<file path="src/rtl/assert_macros.svh">
// Assertion macros used by the top-level RTL file of the vertex attribute converter.
`ifndef ASSERT_MACROS_SVH
`define ASSERT_MACROS_SVH

// Property that must hold at every clock edge outside reset.
`define VATF_ASSERT(lbl, clk, rst_n, prop) \
    lbl: assert property (@(posedge clk) disable iff (!rst_n) (prop)) \
        else $error("vatf assertion failed");

// Same-cycle implication.
`define VATF_ASSERT_IMPL(lbl, clk, rst_n, ante, cons) \
    lbl: assert property (@(posedge clk) disable iff (!rst_n) (ante) |-> (cons)) \
        else $error("vatf implication failed");

// Next-cycle implication.
`define VATF_ASSERT_NEXT(lbl, clk, rst_n, ante, cons) \
    lbl: assert property (@(posedge clk) disable iff (!rst_n) (ante) |=> (cons)) \
        else $error("vatf next-cycle implication failed");

`endif

</file>
<file path="src/rtl/vatf_pkg.sv">
// Package with the types, format codes and constants of the vertex attribute converter.
`default_nettype none
package vatf_pkg;

    // Attribute format codes.
    localparam logic [2:0] FMT_INVALID = 3'd0;
    localparam logic [2:0] FMT_SNORM16 = 3'd1;
    localparam logic [2:0] FMT_FLOAT32 = 3'd2;
    localparam logic [2:0] FMT_HALF    = 3'd3;
    localparam logic [2:0] FMT_UNORM8  = 3'd4;
    localparam logic [2:0] FMT_SINT16  = 3'd5;
    localparam logic [2:0] FMT_PACKED  = 3'd6;
    localparam logic [2:0] FMT_UINT8   = 3'd7;

    // Register indexes.
    localparam logic REG_TYPE  = 1'b0;
    localparam logic REG_COUNT = 1'b1;

    localparam logic [2:0] TYPE_RESET  = FMT_FLOAT32;
    localparam logic [2:0] COUNT_RESET = 3'd4;

    localparam logic [31:0] FP_ONE      = 32'h3F80_0000;
    localparam logic [31:0] FP_NEG_OVER = 32'hBF80_0100;
    localparam logic [30:0] FP_QNAN     = 31'h7FC0_0000;
    localparam logic [30:0] FP_INF      = 31'h7F80_0000;

    // How a lane finishes its conversion.
    typedef enum logic [1:0] {
        KIND_RAW = 2'd0,
        KIND_INT = 2'd1,
        KIND_DIV = 2'd2
    } lane_kind_t;

    // Divisor 2^k - 1 for the scaled formats.
    typedef enum logic [1:0] {
        DW_8  = 2'd0,
        DW_15 = 2'd1,
        DW_16 = 2'd2
    } div_width_t;

    typedef struct packed {
        lane_kind_t  kind;
        logic        sign;
        logic        sub;
        div_width_t  dw;
        logic [15:0] mag;
        logic [31:0] bits;
    } lane_s1_t;

    typedef struct packed {
        lane_kind_t  kind;
        logic        sign;
        logic        sub;
        logic [3:0]  lz;
        logic [24:0] frac;
        logic [31:0] bits;
    } lane_s2_t;

endpackage
`default_nettype wire

</file>
<file path="src/rtl/vertex_attribute_to_float.sv">
// Top level of the vertex attribute converter: register port, pipeline and handshake.
`default_nettype none
`include "assert_macros.svh"
// Converts one 16-byte big-endian vertex attribute per request into four IEEE single
// words (x, y, z, w) in the format chosen by the attr_type and component_count registers.
// The pipeline accepts one request per clock while s_ready is high and carries each result
// through its three register stages: decode, normalize, round. Each stage holds its item
// while the next one cannot take it, so the input keeps taking requests as long as some
// stage is empty or the output is taken. Registers sit at byte 0 (attr_type) and byte 4
// (component_count) and should be written only while the pipeline is empty.
module vertex_attribute_to_float (
    input  wire logic        aclk,
    input  wire logic        aresetn,
    input  wire logic        psel,
    input  wire logic        penable,
    input  wire logic        pwrite,
    input  wire logic [2:0]  paddr,
    input  wire logic [31:0] pwdata,
    output logic [31:0]      prdata,
    output logic             pready,
    input  wire logic        s_valid,
    output logic             s_ready,
    input  wire logic [63:0] s_bytes_first_half,
    input  wire logic [63:0] s_bytes_second_half,
    output logic             m_valid,
    input  wire logic        m_ready,
    output logic             m_ok,
    output logic [31:0]      m_x_value,
    output logic [31:0]      m_y_value,
    output logic [31:0]      m_z_value,
    output logic [31:0]      m_w_value
);
    import vatf_pkg::*;

    logic [2:0]  type_reg;
    logic [2:0]  count_reg;
    logic        cfg_write;

    logic        v1_reg, v2_reg, v3_reg;
    logic        rdy1, rdy2, rdy3;
    logic        ok1_reg, ok2_reg, ok3_reg;
    lane_s1_t [3:0] s1_reg;
    lane_s1_t [3:0] s1_next;
    lane_s2_t [3:0] s2_reg;
    lane_s2_t [3:0] s2_next;
    logic [3:0][31:0] s3_reg;
    logic [3:0][31:0] s3_next;
    logic        ok_next;
    logic [31:0] out_bits_or;

    // Register port.
    assign pready    = 1'b1;
    assign cfg_write = psel && penable && pwrite;
    assign prdata    = (paddr[2] == REG_COUNT) ? {29'h0, count_reg} : {29'h0, type_reg};

    always_ff @(posedge aclk) begin
        if (!aresetn) begin
            type_reg  <= TYPE_RESET;
            count_reg <= COUNT_RESET;
        end else if (cfg_write) begin
            if (paddr[2] == REG_TYPE) begin
                type_reg <= pwdata[2:0];
            end else begin
                count_reg <= pwdata[2:0];
            end
        end
    end

    // Each stage moves when it is empty or the stage after it can take its item.
    assign rdy3    = !v3_reg || m_ready;
    assign rdy2    = !v2_reg || rdy3;
    assign rdy1    = !v1_reg || rdy2;
    assign s_ready = rdy1;

    vatf_fetch u_fetch (
        .attr_type         (type_reg),
        .component_count   (count_reg),
        .bytes_first_half  (s_bytes_first_half),
        .bytes_second_half (s_bytes_second_half),
        .ok                (ok_next),
        .lane_o            (s1_next)
    );

    for (genvar g = 0; g < 4; g++) begin : g_lane
        vatf_norm u_norm (
            .lane_i (s1_reg[g]),
            .lane_o (s2_next[g])
        );
        vatf_pack u_pack (
            .lane_i (s2_reg[g]),
            .bits_o (s3_next[g])
        );
    end

    // Valid bits of the three stages.
    always_ff @(posedge aclk) begin
        if (!aresetn) begin
            v1_reg <= 1'b0;
            v2_reg <= 1'b0;
            v3_reg <= 1'b0;
        end else begin
            if (rdy1) begin
                v1_reg <= s_valid;
            end
            if (rdy2) begin
                v2_reg <= v1_reg;
            end
            if (rdy3) begin
                v3_reg <= v2_reg;
            end
        end
    end

    // Stage payloads load only when a valid item moves in.
    always_ff @(posedge aclk) begin
        if (rdy1 && s_valid) begin
            s1_reg  <= s1_next;
            ok1_reg <= ok_next;
        end
        if (rdy2 && v1_reg) begin
            s2_reg  <= s2_next;
            ok2_reg <= ok1_reg;
        end
        if (rdy3 && v2_reg) begin
            s3_reg  <= s3_next;
            ok3_reg <= ok2_reg;
        end
    end

    assign m_valid   = v3_reg;
    assign m_ok      = ok3_reg;
    assign m_x_value = s3_reg[0];
    assign m_y_value = s3_reg[1];
    assign m_z_value = s3_reg[2];
    assign m_w_value = s3_reg[3];

    // All value bits of the result, used to check that a rejected request gives zeros.
    assign out_bits_or = m_x_value | m_y_value | m_z_value | m_w_value;

    `VATF_ASSERT_IMPL(a_bad_cfg_zero, aclk, aresetn, m_valid && !m_ok, out_bits_or == 32'h0)
    `VATF_ASSERT_IMPL(a_full_when_blocked, aclk, aresetn, !s_ready, v1_reg && v2_reg && v3_reg)
    `VATF_ASSERT_NEXT(a_stage1_holds, aclk, aresetn, v1_reg && !rdy2, v1_reg && $stable(s1_reg))
    `VATF_ASSERT_NEXT(a_out_holds, aclk, aresetn, m_valid && !m_ready, m_valid && $stable(s3_reg))

endmodule
`default_nettype wire

</file>
<file path="src/rtl/vatf_fetch.sv">
// Decode stage: picks the components out of the attribute bytes and classifies each lane.
`default_nettype none
module vatf_fetch (
    input  wire logic [2:0]                 attr_type,
    input  wire logic [2:0]                 component_count,
    input  wire logic [63:0]                bytes_first_half,
    input  wire logic [63:0]                bytes_second_half,
    output logic                            ok,
    output vatf_pkg::lane_s1_t [3:0]        lane_o
);
    import vatf_pkg::*;

    logic [127:0] bytes_w;
    logic [2:0]   count_eff;
    logic [31:0]  packed_word;

    function automatic lane_s1_t raw_lane(input logic [31:0] bits);
        lane_s1_t l;
        l.kind = KIND_RAW;
        l.sign = bits[31];
        l.sub  = 1'b0;
        l.dw   = DW_16;
        l.mag  = 16'h0;
        l.bits = bits;
        return l;
    endfunction

    function automatic lane_s1_t num_lane(input lane_kind_t kind, input logic sign,
                                          input logic sub, input div_width_t dw,
                                          input logic [15:0] mag);
        lane_s1_t l;
        l.kind = kind;
        l.sign = sign;
        l.sub  = sub;
        l.dw   = dw;
        l.mag  = mag;
        l.bits = 32'h0;
        return l;
    endfunction

    // One field of the packed format, left-aligned to 16 bits and scaled by 1/32767.
    function automatic lane_s1_t packed_lane(input logic [15:0] s16);
        logic [15:0] mag;
        lane_s1_t    l;
        mag = s16[15] ? (~s16 + 16'd1) : s16;
        if (mag == 16'h0) begin
            l = raw_lane(32'h0);
        end else if (mag == 16'h8000) begin
            l = raw_lane(FP_NEG_OVER);
        end else begin
            l = num_lane(KIND_DIV, s16[15], 1'b0, DW_15, mag);
        end
        return l;
    endfunction

    function automatic lane_s1_t decode_lane(input logic [2:0] fmt, input logic [7:0] c8,
                                             input logic [15:0] c16, input logic [31:0] c32);
        logic [15:0] m16;
        logic [7:0]  hexp;
        lane_s1_t    l;
        m16  = 16'h0;
        hexp = 8'h0;
        l    = raw_lane(32'h0);
        case (fmt)
            FMT_SNORM16: begin
                m16 = c16[15] ? {~c16[14:0], 1'b1} : {c16[14:0], 1'b1};
                if (m16 == 16'hFFFF) begin
                    l = raw_lane({c16[15], FP_ONE[30:0]});
                end else begin
                    l = num_lane(KIND_DIV, c16[15], 1'b0, DW_16, m16);
                end
            end
            FMT_FLOAT32: begin
                if (c32[30:23] == 8'hFF && c32[22:0] != 23'h0) begin
                    l = raw_lane(c32 | 32'h0040_0000);
                end else begin
                    l = raw_lane(c32);
                end
            end
            FMT_HALF: begin
                hexp = {3'b000, c16[14:10]} + 8'd112;
                if (c16[14:10] == 5'd0) begin
                    if (c16[9:0] == 10'h0) begin
                        l = raw_lane({c16[15], 31'h0});
                    end else begin
                        l = num_lane(KIND_INT, c16[15], 1'b1, DW_16, {6'h0, c16[9:0]});
                    end
                end else if (c16[14:10] == 5'h1F) begin
                    l = raw_lane({c16[15], (c16[9:0] != 10'h0) ? FP_QNAN : FP_INF});
                end else begin
                    l = raw_lane({c16[15], hexp, c16[9:0], 13'h0});
                end
            end
            FMT_UNORM8: begin
                if (c8 == 8'h00) begin
                    l = raw_lane(32'h0);
                end else if (c8 == 8'hFF) begin
                    l = raw_lane(FP_ONE);
                end else begin
                    l = num_lane(KIND_DIV, 1'b0, 1'b0, DW_8, {8'h0, c8});
                end
            end
            FMT_SINT16: begin
                m16 = c16[15] ? (~c16 + 16'd1) : c16;
                if (c16 == 16'h0) begin
                    l = raw_lane(32'h0);
                end else begin
                    l = num_lane(KIND_INT, c16[15], 1'b0, DW_16, m16);
                end
            end
            FMT_UINT8: begin
                if (c8 == 8'h00) begin
                    l = raw_lane(32'h0);
                end else begin
                    l = num_lane(KIND_INT, 1'b0, 1'b0, DW_16, {8'h0, c8});
                end
            end
            default: begin
                l = raw_lane(32'h0);
            end
        endcase
        return l;
    endfunction

    assign bytes_w     = {bytes_first_half, bytes_second_half};
    assign packed_word = bytes_w[127:96];
    assign count_eff   = (attr_type == FMT_PACKED) ? 3'd1 : component_count;

    // Validity of type and count, then one decode per lane.
    always_comb begin
        ok = (attr_type != FMT_INVALID) && (count_eff != 3'd0) && (count_eff <= 3'd4);
        for (int i = 0; i < 4; i++) begin
            lane_o[i] = raw_lane(32'h0);
        end
        if (ok) begin
            if (attr_type == FMT_PACKED) begin
                lane_o[0] = packed_lane({packed_word[10:0], 5'h0});
                lane_o[1] = packed_lane({packed_word[21:11], 5'h0});
                lane_o[2] = packed_lane({packed_word[31:22], 6'h0});
                lane_o[3] = raw_lane(FP_ONE);
            end else begin
                for (int i = 0; i < 4; i++) begin
                    if (3'(i) < count_eff) begin
                        lane_o[i] = decode_lane(attr_type, bytes_w[127 - 8 * i -: 8],
                                                bytes_w[127 - 16 * i -: 16],
                                                bytes_w[127 - 32 * i -: 32]);
                    end else if (i == 3) begin
                        lane_o[i] = raw_lane(FP_ONE);
                    end
                end
            end
        end
    end

endmodule
`default_nettype wire

</file>
<file path="src/rtl/vatf_norm.sv">
// Normalize stage: leading-zero count and left shift of one lane's magnitude.
`default_nettype none
module vatf_norm (
    input  wire vatf_pkg::lane_s1_t lane_i,
    output vatf_pkg::lane_s2_t      lane_o
);
    import vatf_pkg::*;

    logic [15:0] aligned;
    logic [15:0] src;
    logic [63:0] pattern;
    logic [63:0] shifted;
    logic [15:0] int_shifted;
    logic [3:0]  lz;

    // A quotient M / (2^k - 1) is the k-bit pattern of M repeated without end.
    always_comb begin
        case (lane_i.dw)
            DW_8: begin
                aligned = {lane_i.mag[7:0], 8'h00};
                pattern = {8{lane_i.mag[7:0]}};
            end
            DW_15: begin
                aligned = {lane_i.mag[14:0], 1'b0};
                pattern = {{4{lane_i.mag[14:0]}}, 4'h0};
            end
            default: begin
                aligned = lane_i.mag;
                pattern = {4{lane_i.mag}};
            end
        endcase
    end

    assign src = (lane_i.kind == KIND_DIV) ? aligned : lane_i.mag;

    // Leading-zero count; the magnitude is never zero on the numeric paths.
    always_comb begin
        lz = 4'd0;
        for (int i = 0; i < 16; i++) begin
            if (src[i]) begin
                lz = 4'(15 - i);
            end
        end
    end

    assign shifted     = pattern << lz;
    assign int_shifted = lane_i.mag << lz;

    always_comb begin
        lane_o.kind = lane_i.kind;
        lane_o.sign = lane_i.sign;
        lane_o.sub  = lane_i.sub;
        lane_o.lz   = lz;
        lane_o.bits = lane_i.bits;
        lane_o.frac = (lane_i.kind == KIND_DIV) ? shifted[63:39] : {int_shifted, 9'h0};
    end

endmodule
`default_nettype wire

</file>
<file path="src/rtl/vatf_pack.sv">
// Round stage: builds the single-precision word of one lane.
`default_nettype none
module vatf_pack (
    input  wire vatf_pkg::lane_s2_t lane_i,
    output logic [31:0]             bits_o
);
    import vatf_pkg::*;

    logic [23:0] div_mant;
    logic [7:0]  div_exp;
    logic [7:0]  int_exp;

    // The repeating tail is never zero, so round to nearest even is round-half-up here;
    // a period of at most 16 bits cannot hold 25 ones, so no carry out of the mantissa.
    assign div_mant = lane_i.frac[24:1] + {23'h0, lane_i.frac[0]};
    assign div_exp  = 8'd126 - {4'h0, lane_i.lz};
    assign int_exp  = 8'd142 - {4'h0, lane_i.lz} - (lane_i.sub ? 8'd24 : 8'd0);

    always_comb begin
        case (lane_i.kind)
            KIND_DIV: bits_o = {lane_i.sign, div_exp, div_mant[22:0]};
            KIND_INT: bits_o = {lane_i.sign, int_exp, lane_i.frac[23:9], 8'h0};
            default:  bits_o = lane_i.bits;
        endcase
    end

endmodule
`default_nettype wire
</file>
<file path="config.mk">
export PLATFORM = sky130hd
export DESIGN_NAME = vertex_attribute_to_float
export DESIGN_NICKNAME = d
export VERILOG_FILES = /design/src/rtl/vatf_pkg.sv /design/src/rtl/vertex_attribute_to_float.sv /design/src/rtl/vatf_fetch.sv /design/src/rtl/vatf_norm.sv /design/src/rtl/vatf_pack.sv
export VERILOG_INCLUDE_DIRS = /design/src /design/src/rtl
export SDC_FILE = /design/constraint.sdc
export NUM_CORES = 2
export LEC_CHECK = 0
export BUFFER_PORTS_ARGS = -buffer_cell sky130_fd_sc_hd__buf_4
export CAP_MARGIN = 40
export CORE_UTILIZATION = 30
export DETAILED_ROUTE_END_ITERATION = 8
export SYNTH_ARGS = -nofsm -noshare
export SYNTH_HDL_FRONTEND = slang
export SYNTH_HIERARCHICAL = 1
export SYNTH_SLANG_ARGS = --single-unit
</file>
<file path="constraint.sdc">
create_clock -name aclk -period 49.9 [get_ports aclk]
set_input_delay 14.97 -clock aclk [delete_from_list [all_inputs] [get_ports aclk]]
set_output_delay 14.97 -clock aclk [all_outputs]
set_load 0.005 [all_outputs]
</file>
==> impl_metrics.py <==
metrics = {
    "clocking": {
        "cts-buffers-inserted": 73,
        "post_cts_buffers": 0,
        "cts-root-buf": "clkbuf_16",
        "cts_resized": 0,
        "clk-insertion-delay-late_ps": 680,
        "clk_pin_slew_ps": 60,
        "cts_tree": "built",
        "ctsHoldBuffers": 0,
        "htree_levels": 3,
        "ctsLongestPathBuffers": 3,
        "clock-sinks": 612,
    },
    "timing": {
        "worstMarginPinSlew_ps": 986,
        "period_share_pct": 61.2,
        "whs_ps": 409,
        "setup_violations": 0,
        "drv_slew": 0,
        "slew_headroom_pct": 34.3,
        "tns_ps": 0,
        "grt_setup_unrepaired": "false",
        "final-hold-violation-count": 0,
        "fin_crit_ps": 30520,
        "fin_skew_ps": 39.8,
        "finalWorstSetupSlack_ps": 19380,
        "max_freq_ghz": 0.0328,
    },
    "worst_setup_path": {
        "critPathArrivalTime_ps": 15550,
        "path_cells": "buf_4 > mux2_2 > buf_4",
        "cp-end-kind": "output port",
        "worstSetupPathType": "primary input to output port",
        "path_delay_family": "multiplexers",
        "timing.critical_path.buf_inv": 2,
        "reg2reg_to": "s2_reg[250]$_DFFE_PP_",
        "critPathMaxStageDelay_ps": 330,
        "r2r_cells": 11,
        "slowest_stage": "mux2_2",
        "regToRegSetupSlack_ps": 45490,
        "cp-start-kind": "primary input",
        "critical_path.max_fanout": 5,
        "crit_top_cell": "buf_4",
        "worstPathRequired_ps": 34930,
        "r2r_start": "s1_reg[211]$_DFFE_PP_",
    },
    "cells_and_area": {
        "fill_cells": 15146,
        "final_util_pct": 33.7,
        "nNetsFinal": 4930,
        "largest_register_ffs": 256,
        "syn2layout_area_growth_pct": 11.1,
        "final_cell_mix": "603 x edfxtp_1, 420 x nand2_1, 336 x buf_4",
        "multi_input_area_mm2": 0.0232,
        "drive_gt1_share_pct": 14.2,
        "seqCellArea_mm2": 0.0183,
        "layout_commonest_cell": "edfxtp_1",
    },
    "drt": {
        "drc": 0,
        "drt-total-wl_mm": 156,
        "wire_per_inst_um": 23.3,
        "drtIter0Drc": 4409,
        "firstDrtPassIters": 7,
        "vias": 38502,
        "ant_nets": 0,
        "routed_via_density": 5.75,
    },
    "power_and_ir_drop": {
        "power_leakage_nw": 18.1,
        "p_per_area_mw_per_mm2": 28.5,
        "ir_drop_mv": 0.0223,
    },
    "placement": {
        "post-dp-hpwl_mm": 115,
        "gp_congestion": 0.956,
        "pre_cts_ws_ps": 19380,
        "io_buffers": 272,
    },
    "hold_path": {
        "min-delay-start": "s1_reg[22]$_DFFE_PP_",
        "hp-class": "flop to flop",
        "min_to": "s2_reg[22]$_DFFE_PP_",
        "hold_depth": 0,
    },
    "status": {
        "status": "completed",
    },
    "floorplanning": {
        "dieArea_mm2": 0.151,
        "core_area_mm2": 0.148,
        "rows": 141,
        "io_pins": 334,
        "die-height_um": 389,
        "start_util_pct": 30.3,
        "chipWidth_um": 389,
    },
    "grt": {
        "grt_pass1_wl_mm": 230,
        "grt_max_degree": 72,
        "grt_pass1_vias": 35454,
        "gr-usage-all-layers_pct": 19.7,
        "antenna_found_initial": 24,
        "overflow": 0,
    },
    "synthesis": {
        "netlist_instances": 4788,
        "ys_warn_count": 6,
        "syn_area_mm2": 0.0449,
        "syn_avg_cell_area_um2": 9.38,
    },
    "flow_run": {
        "max-cap-violations": 0,
    },
}
[layout make-up]
cell class	count	area share, %
Timing Repair Buffer	358	5.79
Multi-Input combinational cell	3495	46.5
Clock buffer	85	3.75
Sequential cell	612	36.7
Clock inverter	49	1.20
Inverter	153	1.19
Antenna cell	17	0.0853
Tap cell	1930	4.84
[how the worst max path moves through the flow]
| stage | from | endpoint | slack [ps] | cells after the start |
|---|---|---|---|---|
| after floorplan | paddr[2] | prdata[0] | 19650 | 1 |
| after global placement | paddr[2] | prdata[2] | 19390 | 3 |
| after detailed placement | paddr[2] | prdata[0] | 19380 | 3 |
| after CTS | paddr[2] | prdata[0] | 19380 | 3 |
| after global routing | paddr[2] | prdata[0] | 19360 | 3 |
| final | paddr[2] | prdata[0] | 19380 | 3 |
[metal layers]
metal  vias up  global-route usage, %  wire length, um
met5         -                      0              199
met4        32                   7.37             4750
met3       290                   3.56            13200
met2      1948                   30.5            69800
met1     18651                   27.4            68000
li1      17581                      -                -
[where the power goes]
group | internal, mW | switching (mW) | total [mW]
logic | 0.0942 | 0.158 | 0.252
clock network | 0.316 | 0.228 | 0.543
registers | 0.603 | 0.0245 | 0.628
[worst register-to-register path, stage by stage (launching register included)]
cell and delay [ps]:
edfxtp_1 700, or3b_1 660, nand4_1 180, a21oi_1 70, a221oi_4 200, buf_4 710, nand2_1 370, o221ai_1 330
mux2i_1 150, mux2i_1 300, a211oi_1 120, or3_1 360
[stage by stage]
step | cells | power (mW) | instance area [um2]
2_1_floorplan | 4816 | 0.819 | 45000
3_3_place_gp | 6518 | 0.881 | 47000
3_5_place_dp | 6547 | 0.886 | 47400
4_1_cts | 6681 | 1.43 | 49800
5_1_grt | 6691 | 1.48 | 49900
6_report | 6699 | 1.42 | 49900
No activity file was read; power rests on OpenSTA's default activity.
